$ cat config.mk
export PLATFORM = sky130hd
export DESIGN_NAME = lcs_cell
export DESIGN_NICKNAME = d
export VERILOG_FILES = /design/src/rtl/core/lcs_pkg.sv /design/src/rtl/core/lcs_cell.sv
export SDC_FILE = /design/constraint.sdc
export NUM_CORES = 1
export LEC_CHECK = 0
export ABC_CLOCK_PERIOD_IN_PS = 9000
export BUFFER_PORTS_ARGS = -buffer_cell sky130_fd_sc_hd__buf_2
export CORE_MARGIN = 4
export CORE_UTILIZATION = 50
export DETAILED_ROUTE_END_ITERATION = 8
export HOLD_SLACK_MARGIN = 0.06
export PLACE_DENSITY = 0.69
export SLEW_MARGIN = 20
export SYNTH_ARGS = -nofsm -noshare
export SYNTH_HDL_FRONTEND = slang
export SYNTH_SLANG_ARGS = --single-unit
$ cat constraint.sdc
create_clock -name clk -period 9 [get_ports clk]
set_clock_uncertainty 0.2 [all_clocks]
set_input_delay 0.45 -clock clk [delete_from_list [all_inputs] [get_ports clk]]
set_output_delay 0.45 -clock clk [all_outputs]
set_load 0.05 [all_outputs]
$ cat src/rtl/core/lcs_pkg.sv
// LCS block package: request kinds, traceback directions, controller states
// and the control group driven into every cell of the chain.
// No dependencies.
package lcs_pkg;

  localparam int SYM_W     = 8;
  localparam int LEN_OUT_W = 7;

  typedef enum logic [1:0] {
    KIND_FIRST   = 2'd0,
    KIND_SECOND  = 2'd1,
    KIND_COMPUTE = 2'd2
  } kind_t;

  typedef enum logic [1:0] {
    DIR_LEFT  = 2'd0,
    DIR_UP    = 2'd1,
    DIR_MATCH = 2'd2
  } dir_t;

  typedef enum logic [2:0] {
    ST_IDLE,
    ST_FILL,
    ST_TOTAL,
    ST_TB_ISSUE,
    ST_TB_EVAL,
    ST_EM_READ,
    ST_EM_OUT
  } state_t;

  typedef struct packed {
    logic clr;   // zero the column value before a fill
    logic ld;    // load the second-sequence symbol of this column
    logic rd;    // read the direction memory at rd_addr
  } cell_ctl_t;

endpackage

$ cat src/rtl/core/lcs_cell.sv
// One column of the LCS wavefront: holds one second-sequence symbol, the
// running table value of its column and a per-row direction memory.
// Depends on lcs_pkg.
module lcs_cell import lcs_pkg::*; #(
  parameter int MAX_LEN = 64
) (
  input  logic                               clk,
  input  logic                               rst,
  input  cell_ctl_t                          ctl,
  input  logic [SYM_W-1:0]                   ld_sym,
  input  logic [((MAX_LEN > 1) ? $clog2(MAX_LEN) : 1)-1:0] rd_addr,
  input  logic                               in_v,
  input  logic [SYM_W-1:0]                   in_a,
  input  logic [((MAX_LEN > 1) ? $clog2(MAX_LEN) : 1)-1:0] in_row,
  input  logic [$clog2(MAX_LEN+1)-1:0]       in_val,
  input  logic [$clog2(MAX_LEN+1)-1:0]       in_diag,
  output logic                               out_v,
  output logic [SYM_W-1:0]                   out_a,
  output logic [((MAX_LEN > 1) ? $clog2(MAX_LEN) : 1)-1:0] out_row,
  output logic [$clog2(MAX_LEN+1)-1:0]       out_val,
  output logic [$clog2(MAX_LEN+1)-1:0]       out_diag,
  output dir_t                               rd_dir
);

  localparam int LW = $clog2(MAX_LEN + 1);

  logic [SYM_W-1:0] b;
  dir_t             mem [MAX_LEN];
  logic             match;
  logic             up_gt;
  logic [LW-1:0]    new_val;
  dir_t             dir;

  always_comb begin
    match   = (in_a == b);
    up_gt   = (out_val > in_val);
    new_val = match ? (in_diag + LW'(1)) : (up_gt ? out_val : in_val);
    dir     = match ? DIR_MATCH : (up_gt ? DIR_UP : DIR_LEFT);
  end

  always_ff @(posedge clk) begin
    if (rst) begin
      out_v <= 1'b0;
    end else begin
      out_v <= in_v;
    end
  end

  always_ff @(posedge clk) begin
    if (ctl.clr) begin
      out_val <= '0;
    end else if (in_v) begin
      out_val  <= new_val;
      out_diag <= out_val;
      out_a    <= in_a;
      out_row  <= in_row;
    end
    if (ctl.ld) begin
      b <= ld_sym;
    end
  end

  always_ff @(posedge clk) begin
    if (in_v) begin
      mem[in_row] <= dir;
    end
    if (ctl.rd) begin
      rd_dir <= mem[rd_addr];
    end
  end

endmodule

Yosys cells after proc, flatten, opt, wreduce, memory -nomap -nowiden
Memory sizes are Yosys's and may differ from the RTL's. A register that Yosys moved wholly into a read port is not among the register bits. Index checks and enable logic that the tools add are counted.

Add/sub/neg operators: 1. Magnitude comparators: 1. Equality and inequality tests: 2. Muxes and demuxes: 6. Bitwise logic cells: 1. Reduce and logical (&&, ||, !) cells: 2.

Operators with widths (number): $mux W7 (2); $eq A8 B8 Y1 (1); $add A7 B1 Y7 const B (1); $gt A7 B7 Y1 (1); $reduce_and A2 Y1 (2); $mux W1 (3); $mux W2 (1); $ne A2 B2 Y1 const B (1); $not A1 Y1 (1).

Register bits after elaboration: 37. Memory bits (writable): 128. Input port bits: 48. Output and inout port bits: 31. Word-level logic and storage cells: 20. Memories kept: 1.

Memories: mem (words 64, bits a word 2, read ports 1, clocked after Yosys merged registers in 1, wr ports 1, RTL line lcs_cell.sv:28) `dir_t mem [MAX_LEN];`.

Logic depth before layout (Yosys ltp)
Gate-level depths: netlist of the first run.

Depth after elaboration: 3. Mapped depth: 9. Gate-level depth less buffers: 8.

Least setup slack after synthesis of the first run
No wires, ideal clock.

Kind: reg-to-reg. Start: register out_val[0]. End: memory mem[0][0] (netlist bit), data pin. Library setup time: 0.433 ns. Data arrival time: 2.943 ns. Required time: 8.367 ns. Path slack: 5.424 ns. Cell stages (with the launch flop): 8. Path buffers: 1. Period minus slack after synthesis: 3.576 ns. Path through: dfxtp_1 -> inv_1 -> ha_1 -> nor2b_1 -> o211ai_1 -> a21o_1 -> a211oi_1 -> clkbuf_1.

Word-level cells in the longest chain between the ends: 3.

RTL lines: start, declared (RTL line lcs_cell.sv:20) `output logic [$clog2(MAX_LEN+1)-1:0] out_val,`; start signal, assigned (RTL line lcs_cell.sv:53) `out_val <= new_val;`; $gt A7 B7 Y1 (RTL line lcs_cell.sv:36) `up_gt = (out_val > in_val);`; $mux W1 (RTL line lcs_cell.sv:38) `dir = match ? DIR_MATCH : (up_gt ? DIR_UP : DIR_LEFT);`; $mux W2 (RTL line lcs_cell.sv:38); via dir[0] (RTL line lcs_cell.sv:32) `dir_t dir;`; end, declared (RTL line lcs_cell.sv:28).

The timed path passes the listed nets, and every way through them passes these cells.

Final worst setup path of the first run
Start: input port in_a[2]. End: memory mem[51][0] (netlist bit), data pin.

Word-level cells in the longest chain between the ends: 2.

RTL lines: start, declared (RTL line lcs_cell.sv:13) `input logic [SYM_W-1:0] in_a,`; $eq A8 B8 Y1 (RTL line lcs_cell.sv:35) `match = (in_a == b);`; $mux W2 (RTL line lcs_cell.sv:38).

Every way passes these cells.

==> impl_metrics.toml, run 1 <==
[run_status]
status = "finished clean"

[grt]
overflow = 0
grt_max_degree = 78
first_global_vias = 4360
grt_pass1_wl_mm = 23.6
grtUsageTotal_pct = 19.5
antenna_found_initial = 0

[finish]
final_common_cell = "edfxtp_1"
fill_cells = 1022
stdcell_count = 716
fin_nets = 579
mostFrequentLayoutCells = "edfxtp_1 (159), buf_2 (77), nor2_1 (71), mux4_2 (28), dlygate4sd3_1 (18)"
n_antenna_cell = 0
utilization_pct = 60.6
layout-drive-gt1-share_pct = 26.5
syn_to_final_growth_pct = 19.5
final_area_um2 = 8380

[cts]
cts_root_buf = "clkbuf_16"
hold_buffers = 18
htreeDepth = 4
cts.repair.resized = 0
post_cts_buffers = 0
cts_tree = "yes"
clk_latency_ns = 0.42
clk_path_buf_depth = 2
clock-sinks = 167
numCtsBuffers = 17
cts.clk_slew.worst_paths_ns = 0.06

[critical_path]
critical_path_class = "in2reg"
slowest_delay_ns = 0.62
crit_buf_inv = 4
worst_r2r_path_depth = 6
regToRegStartpoint = "b[2]"
path_cells = "dlygate4sd3_1 > buf_2 > xnor2_1 > nand4_1 > nor2_4 > buf_4 > a211oi_4 > buf_4"
worst_path_most_repeated_cell = "buf_4"
cp-end-kind = "register"
r2r_slack_ns = 6.19
cp_top_family = "buffers and inverters"
r2r_end = "mem[51][0]"
worst-endpoint-required_ns = 8.93
critPathArrivalTime_ns = 3.04
critical_path.slowest_cell = "buf_4"
critical_path.startpoint_type = "primary input"
crit_path_max_fanout = 77

[timing]
maxSlewViolCount = 0
rsz0062_at_grt = "false"
relSlewSlack_pct = 49.7
worstMarginPinSlew_ns = 0.754
fmax_mhz = 322
setup_slack_ns = 5.89
setup_violations = 0
tns_ns = 0
finalHoldViolCount = 0
final.period_utilization_pct = 34.6
fin_crit_ns = 3.11
whs_ns = 0.127

[routing]
drt_first_iter_violations = 316
dr_total_vias = 4035
drt-wirelength-per-cell_um = 20.5
drt-pass1-iter-count = 4
drc = 0
wl_mm = 14.7
antenna_left = 0
vias_per_cell = 5.64

[pwr]
p_leak_nw = 3.11
combPwrFrac_pct = 8.0
vdd_drop_max_mv = 0.159
switching_share_pct = 21.6
pwr-share-seq_pct = 48.8
powerDensity_nw_per_um2 = 214
p_sw_mw = 0.386
internal_power_mw = 1.40
total_power_mw = 1.79
power_frac_clock_pct = 43.2

[placed_design]
io_buffer_count = 78
dp_slack_ns = 5.72
place_congestion = 0.758
dpl.cell_count = 666
dp_hpwl_mm = 9.33
place_area_um2 = 7560

[synthesis]
synth_fa_ha_area_share_pct = 1.43
yosys.area_share.simple_pct = 8.18
muxShareOfSynthArea_pct = 13.3
syn_inst = 426
synth.yosys.seq_area_share_pct = 70.4
synth_xor_area_share_pct = 1.62
yosysUniqueCellTypes = 35
syn_area_um2 = 7010
ys_ff_latch = 167
avgSynthCellArea_um2 = 16.5
synth_compound_area_share_pct = 3.09
synthesis.nets = 482
ys_warn_count = 0
synth_top_family_by_area = "multiplexers"

[floorplanning]
start_util_pct = 50.7
dieArea_um2 = 16000
row_count = 43
ios = 79
core_area_um2 = 13800
die_width_um = 126
die_y_um = 126

[min_path]
hold_path_depth = 1
holdPathEnd = "out_row[0]"
hp-class = "in2reg"
worst_hold_startpoint = "in_row[0]"

[job]
max_cap_violations = 0
-- Yosys cell counts, drive strengths merged --
master / count / area share [%]
o21ai: 12 / 0.86
mux2: 2 / 0.32
xnor2: 10 / 1.2
o211ai: 3 / 0.32
or3b: 1 / 0.12
nor3: 2 / 0.14
nand4: 5 / 0.45
nor2b: 11 / 0.98
inv: 9 / 0.48
buf: 8 / 0.87
xor2: 3 / 0.37
a211oi: 3 / 0.32
mux2i: 12 / 1.7
clkbuf: 12 / 0.64
o41ai: 7 / 0.87
nand2: 16 / 0.86
ha: 8 / 1.4
nand2b: 3 / 0.27
nand4b: 1 / 0.12
a21o: 2 / 0.21
a21oi: 2 / 0.14
mux4: 34 / 11
o22ai: 4 / 0.36
or3: 1 / 0.089
nor2: 73 / 3.9
edfxtp: 159 / 68
nand3: 10 / 0.71
and3: 1 / 0.089
dfxtp: 8 / 2.3
nand3b: 4 / 0.43
-- power by group through the flow --
stage / Combinational (mW) / Clock [mW] / Sequential (mW)
after floorplan: 0.0601 / 0 / 0.923
after global placement: 0.134 / 0 / 0.890
after detailed placement: 0.137 / 0 / 0.890
after CTS: 0.143 / 0.784 / 0.874
after global routing: 0.155 / 0.818 / 0.875
final: 0.143 / 0.773 / 0.874
-- state kept, by name (all words and copies together), names as in the netlist --
signal	cells
mem	128
b	8
out_a	8
out_diag	7
out_val	7
out_row	6
rd_dir	2
out_v	1
-- worst max path at each step --
stage	endpoint	cells after the start	startpoint
after floorplan	mem[0][0]	7	out_val[0]
after global placement	rd_dir[1]	5	rd_addr[0]
after detailed placement	rd_dir[0]	5	rd_addr[0]
after CTS	mem[0][0]	8	in_a[2]
after global routing	mem[4][0]	8	in_a[0]
final	mem[51][0]	8	in_a[2]
-- layer usage --
| metal | part of all wire, % | up-vias | track usage (%) | routed length (um) |
|---|---|---|---|---|
| li1 | - | 1858 | - | - |
| met1 | 42 | 2029 | 25.3 | 6150 |
| met2 | 50 | 127 | 32.1 | 7340 |
| met3 | 6.8 | 21 | 5.85 | 1010 |
| met4 | 1.4 | 0 | 5.87 | 207 |
| met5 | 0 | - | 0 | 0 |
-- cell type report --
| type | instances | area, um^2 | share of cell area, % |
|---|---|---|---|
| clock buffers | 18 | 429 | 5.12 |
| clock inverters | 14 | 206 | 2.46 |
| well taps | 180 | 225 | 2.69 |
| repair buffers | 98 | 588 | 7.02 |
| inverters | 9 | 33.8 | 0.403 |
| multi-input cells | 230 | 1960 | 23.4 |
| flip-flops and latches | 167 | 4930 | 58.9 |
-- kinds of logic (layout without fill, tap and decap cells) --
family | after synthesis | after routing
mux | 48 | 48
simple gates | 128 | 128
fa+ha+maj | 8 | 8
xor+xnor | 13 | 13
buf+inv | 29 | 139
flops | 167 | 167
compound gates | 33 | 33
Power figures use the tool's default switching activity.
==> run 2, diff against run 1 <==
- ABC_CLOCK_PERIOD_IN_PS: 9000 -> 2600
- PLACE_DENSITY: 0.69 -> 0.72
- clock period: 9 -> 2.6 ns (I/O delays scaled with it)
==> run 2 against run 1 <==
Effect of this change: global-route usage rose by 1.0 points; highest routed layer unchanged; die area is the same; power rose to 3.5 times the previous value; clock power rose to 3.4 times the previous value; clock-buffer cell count grew 2; critical path depth down 1; worst hold slack got worse by 0.043 ns; cell count up 6.0%; sequential power increased to 3.5 times the previous value; first-iteration DRC count rose by 40%; sequential cell count did not move; non-clock buffer count is 43 higher; critical path type is now reg2reg.
==> impl_metrics.toml, run 2 (synthesis gave the netlist of run 1 again) <==
[floorplanning]
dieArea_um2 = 16000
core_area_um2 = 13800
start_util_pct = 50.7
row_count = 43
die_y_um = 126
ios = 79
die_width_um = 126

[finish]
layout-drive-gt1-share_pct = 27.6
multiInputGateArea_um2 = 1960
fill_cells = 965
top_register = "mem"
final_common_cell = "edfxtp_1"
seq_area_um2 = 4930
largestRegisters = "mem: 128 flops, b: 8 flops, out_a: 8 flops"
syn_to_final_growth_pct = 25.2
largest_reg_flops = 128
fin_nets = 622
utilization_pct = 63.5
n_antenna_cell = 0
mostFrequentLayoutCells = "edfxtp_1 (159), buf_2 (78), nor2_1 (71), dlygate4sd3_1 (46), mux4_2 (28)"

[critical_path]
critical_path.slowest_cell = "dlygate4sd3_1"
worst_r2r_path_depth = 7
critical_path_class = "reg2reg"
crit_path_max_fanout = 11
cp_top_family = "buffers and inverters"
regToRegStartpoint = "b[2]"
r2r_end = "out_val[1]"
crit_buf_inv = 2
cp-end-kind = "register"
worst-endpoint-required_ns = 2.71
path_cells = "xnor2_1 > nand4_1 > nor2_4 > buf_4 > mux2i_1 > dlygate4sd3_1 > o41ai_1"
slowest_delay_ns = 0.58
r2r_slack_ns = 0.18
critical_path.startpoint_type = "register"
critPathArrivalTime_ns = 2.53

[cts]
cts_root_buf = "clkbuf_16"
clk_path_buf_depth = 2
cts_tree = "yes"
clk_latency_ns = 0.42
cts.clk_slew.worst_paths_ns = 0.07
numCtsBuffers = 17
clock-sinks = 167
htreeDepth = 4

[run_status]
status = "finished clean"

[routing]
wl_mm = 15.6
drt-wirelength-per-cell_um = 20.5
wl_met3_mm = 1.13
drc = 0
drt_first_iter_violations = 441
met2_length_mm = 7.88
dr_total_vias = 4228
met1Wirelength_mm = 6.29
top_layer = "met4"
drt-pass1-iter-count = 5
vias_per_cell = 5.57
antenna_left = 0

[timing]
tns_ns = 0
rsz0062_at_grt = "false"
finalHoldViolCount = 0
relSlewSlack_pct = 62.8
fin_crit_ns = 2.42
final.period_utilization_pct = 93.0
worstMarginPinSlew_ns = 0.556
whs_ns = 0.0837
fmax_mhz = 413
maxSlewViolCount = 0
setup_violations = 0

[grt]
grtUsageTotal_pct = 20.5
grt_pass1_wl_mm = 24.8
antenna_found_initial = 0
first_global_vias = 4550
overflow = 0
grt_max_degree = 41

[pwr]
total_power_mw = 6.20
switching_share_pct = 22.7
vdd_drop_max_mv = 0.422
pwr-share-seq_pct = 48.8
combPwrFrac_pct = 8.8
p_sw_mw = 1.41
p_leak_nw = 3.30
internal_power_mw = 4.79
power_frac_clock_pct = 42.3
powerDensity_nw_per_um2 = 706

[placed_design]
io_buffer_count = 78
dp_hpwl_mm = 9.81
place_congestion = 0.838

[min_path]
hp-class = "in2reg"
holdPathEnd = "mem[55][0]"
worst_hold_startpoint = "in_v"
hold_path_depth = 3

[job]
max_cap_violations = 0
run 2: cell types whose count changed in the layout (fill, tap and decap cells not counted), moves of 2 or more:
| cell | delta |
|---|---|
| clkinv_1 | -3 |
| bufinv_16 | -2 |
| buf_12 | +2 |
| dlygate4sd3_1 | +28 |
| clkbuf_8 | +2 |
| inv_6 | +4 |
| clkinv_4 | -4 |
| clkinv_2 | -2 |
| buf_4 | +12 |
| clkinvlp_4 | +4 |
run 2: worst max path at each step:
stage / end / from / slack [ns] / cells after the start
after detailed placement: rd_dir[1] / rd_addr[0] / 0.17 / 5
after global routing: out_val[1] / b[2] / 0.007 / 7
after floorplan: out_val[0] / out_val[0] / 0.14 / 9
after CTS: out_val[5] / b[4] / 0.09 / 7
final: out_val[1] / b[2] / 0.18 / 7
after global placement: rd_dir[1] / rd_addr[0] / 0.21 / 5
run 2: repair_timing:
| action | CTS | global route |
|---|---|---|
| buffers inserted | 0 | 5 |
| gates resized for setup | 0 | 0 |
| hold buffers | 46 | 0 |
| endpoints found under the hold margin | 63 | 0 |
| endpoints found under the setup margin | 0 | 6 |
run 2: power by group through the flow:
stage | logic (mW) | registers, mW | clock network [mW]
2_1_floorplan | 0.213 | 3.19 | 0
3_3_place_gp | 0.478 | 3.08 | 0
3_5_place_dp | 0.489 | 3.08 | 0
4_1_cts | 0.545 | 3.03 | 2.66
5_1_grt | 0.590 | 3.03 | 2.79
6_report | 0.547 | 3.03 | 2.62
run 2: final cells by class:
type	count	share of cell area (%)
multi-input cells	230	22.3
clock inverters	12	1.90
inverters	9	0.385
repair buffers	141	11.4
clock buffers	20	5.20
well taps	180	2.57
flip-flops and latches	167	56.2
run 2: through the flow:
step	cell area [um^2]	cells	worst slack [ns]
5_1_grt	8780	759	0.00658
6_report	8780	759	0.181
4_1_cts	8740	754	0.0901
3_3_place_gp	7660	676	0.212
2_1_floorplan	7030	426	0.141
3_5_place_dp	7660	676	0.169
run 2: per-layer routing:
metal  vias to the layer above  global-route usage [%]
li1                       1939                       -
met1                      2100                    26.6
met2                       168                    33.9
met3                        21                    5.22
met4                         0                    7.13
met5                         -                       0
run 2: worst reg2reg max path: cells and delay by family (launching register included):
family / cells / cell delay, ns
buf+inv: 2 / 0.78
xor+xnor: 1 / 0.19
simple gates: 2 / 0.39
compound gates: 1 / 0.27
flops: 1 / 0.39
mux: 1 / 0.08
==> run 3, diff against run 2 <==
- ABC_CLOCK_PERIOD_IN_PS: 2600 -> 2500
- PLACE_DENSITY: 0.72 -> 0.7
- clock period: 2.6 -> 2.5 ns (I/O delays scaled with it)
==> run 3 against run 2 <==
Effect of this change: worst setup slack lost 0.070 ns; die area is the same; wire length shrank 3.1%; highest routed layer unchanged; maximum frequency grew 1.3%; worst hold slack gained 0.023 ns.
==> impl_metrics.toml, run 3 (synthesis gave the netlist of run 1 again) <==
[run_status]
status = "finished clean"

[finish]
layout-drive-gt1-share_pct = 27.1
mostFrequentLayoutCells = "edfxtp_1 (159), buf_2 (78), nor2_1 (71), dlygate4sd3_1 (46), mux4_2 (28)"
syn_to_final_growth_pct = 24.0
top_register = "mem"
seq_area_um2 = 4930
fill_cells = 971
multiInputGateArea_um2 = 1970
final_area_um2 = 8690
n_antenna_cell = 0
fin_nets = 615
largest_reg_flops = 128
final_common_cell = "edfxtp_1"
stdcell_count = 752
utilization_pct = 62.9
largestRegisters = "mem: 128 flops, b: 8 flops, out_a: 8 flops"

[timing]
fin_crit_ns = 2.39
worstMarginPinSlew_ns = 0.616
finalHoldViolCount = 0
relSlewSlack_pct = 59.0
maxSlewViolCount = 0
whs_ns = 0.106
fmax_mhz = 419
tns_ns = 0
final.period_utilization_pct = 95.6
setup_slack_ns = 0.111
setup_violations = 0
rsz0062_at_grt = "false"

[floorplanning]
ios = 79
start_util_pct = 50.7
die_width_um = 126
row_count = 43
core_area_um2 = 13800
dieArea_um2 = 16000
die_y_um = 126

[critical_path]
r2r_slack_ns = 0.11
regToRegStartpoint = "b[1]"
crit_end = "out_val[1]"
critical_path.slowest_cell = "dlygate4sd3_1"
path_cells = "xnor2_1 > nand4_1 > nor2_4 > buf_4 > mux2i_1 > dlygate4sd3_1 > o41ai_2"
worst-endpoint-required_ns = 2.61
critical_path_class = "reg2reg"
crit_path_max_fanout = 12
critPathArrivalTime_ns = 2.50
worst_r2r_path_depth = 7
critical_path.startpoint_type = "register"
slowest_delay_ns = 0.61
cp-end-kind = "register"
crit_start = "b[1]"
r2r_end = "out_val[1]"

[min_path]
hp-class = "in2reg"
worst_hold_startpoint = "in_v"

[grt]
overflow = 0
first_global_vias = 4354
grt_max_degree = 79
grt_pass1_wl_mm = 23.6
grtUsageTotal_pct = 19.6
antenna_found_initial = 0

[pwr]
pwr-share-seq_pct = 50.3
total_power_mw = 6.26
p_leak_nw = 3.26
combPwrFrac_pct = 9.1
vdd_drop_max_mv = 0.529
power_frac_clock_pct = 40.7
switching_share_pct = 23.2
internal_power_mw = 4.81
powerDensity_nw_per_um2 = 720
p_sw_mw = 1.45

[cts]
htreeDepth = 4
clock-sinks = 167
clk_path_buf_depth = 2
numCtsBuffers = 17
cts_root_buf = "clkbuf_16"
cts.clk_slew.worst_paths_ns = 0.06
cts_tree = "yes"
clk_latency_ns = 0.42

[placed_design]
io_buffer_count = 78
dpl.cell_count = 673
dp_hpwl_mm = 9.21
place_congestion = 0.781
place_area_um2 = 7630
dp_slack_ns = 0.125

[routing]
drt-pass1-iter-count = 5
dr_total_vias = 4186
drt-wirelength-per-cell_um = 20.1
drc = 0
wl_mm = 15.1
vias_per_cell = 5.57
antenna_left = 0
drt_first_iter_violations = 406

[job]
max_cap_violations = 0
[run 3: changes by cell type in the layout (fill, tap and decap cells not counted), sizes merged]
| cell | change |
|---|---|
| buf | -7 |
| clkbuf | -3 |
| clkinv | +6 |
| bufinv | -1 |
| clkinvlp | -2 |
[run 3: worst min-delay path by stage]
| stage | endpoint | slack [ns] | cells past startpoint |
|---|---|---|---|
| 4_1_cts | out_val[0] | 0.08 | 4 |
| 6_report | out_val[0] | 0.11 | 4 |
| 3_3_place_gp | out_v | 0.08 | 2 |
| 2_1_floorplan | out_v | -0.008 | 1 |
| 5_1_grt | mem[55][0] | 0.09 | 3 |
| 3_5_place_dp | out_v | 0.08 | 2 |
[run 3: power groups by stage]
stage	clock network [mW]	logic (mW)	registers [mW]
floorplan	0	0.221	3.32
detailed placement	0	0.506	3.20
CTS	2.57	0.561	3.15
global placement	0	0.497	3.20
global route	2.73	0.610	3.15
finish	2.55	0.568	3.15
[run 3: worst max-delay path: cells and delay by family (launching register included)]
family / cells / cell delay (ns)
AO/OA/AOI/OAI: 1 / 0.26
buffers and inverters: 2 / 0.81
AND/OR/NAND/NOR: 2 / 0.31
XOR/XNOR: 1 / 0.18
flip-flops: 1 / 0.42
multiplexers: 1 / 0.10
[run 3: repair_timing]
item	CTS	global route
buffers inserted	0	1
hold buffers	46	0
hold endpoints to repair	58	0
setup endpoints to repair	0	5
gates resized for setup	0	2
[run 3: layout make-up]
cell class | instances | area share [%]
clock buffers | 17 | 4.89
clock inverters | 15 | 1.74
inverters | 9 | 0.389
multi-input cells | 230 | 22.7
flip-flops and latches | 167 | 56.8
well taps | 180 | 2.59
repair buffers | 134 | 10.9
[run 3: layer usage]
metal	up-vias	wire, um	GRT usage (%)
met2	183	7460	29.8
met3	20	1030	5.77
met5	-	0	0
met1	2058	6330	27.3
met4	0	265	6.81
li1	1925	-	-
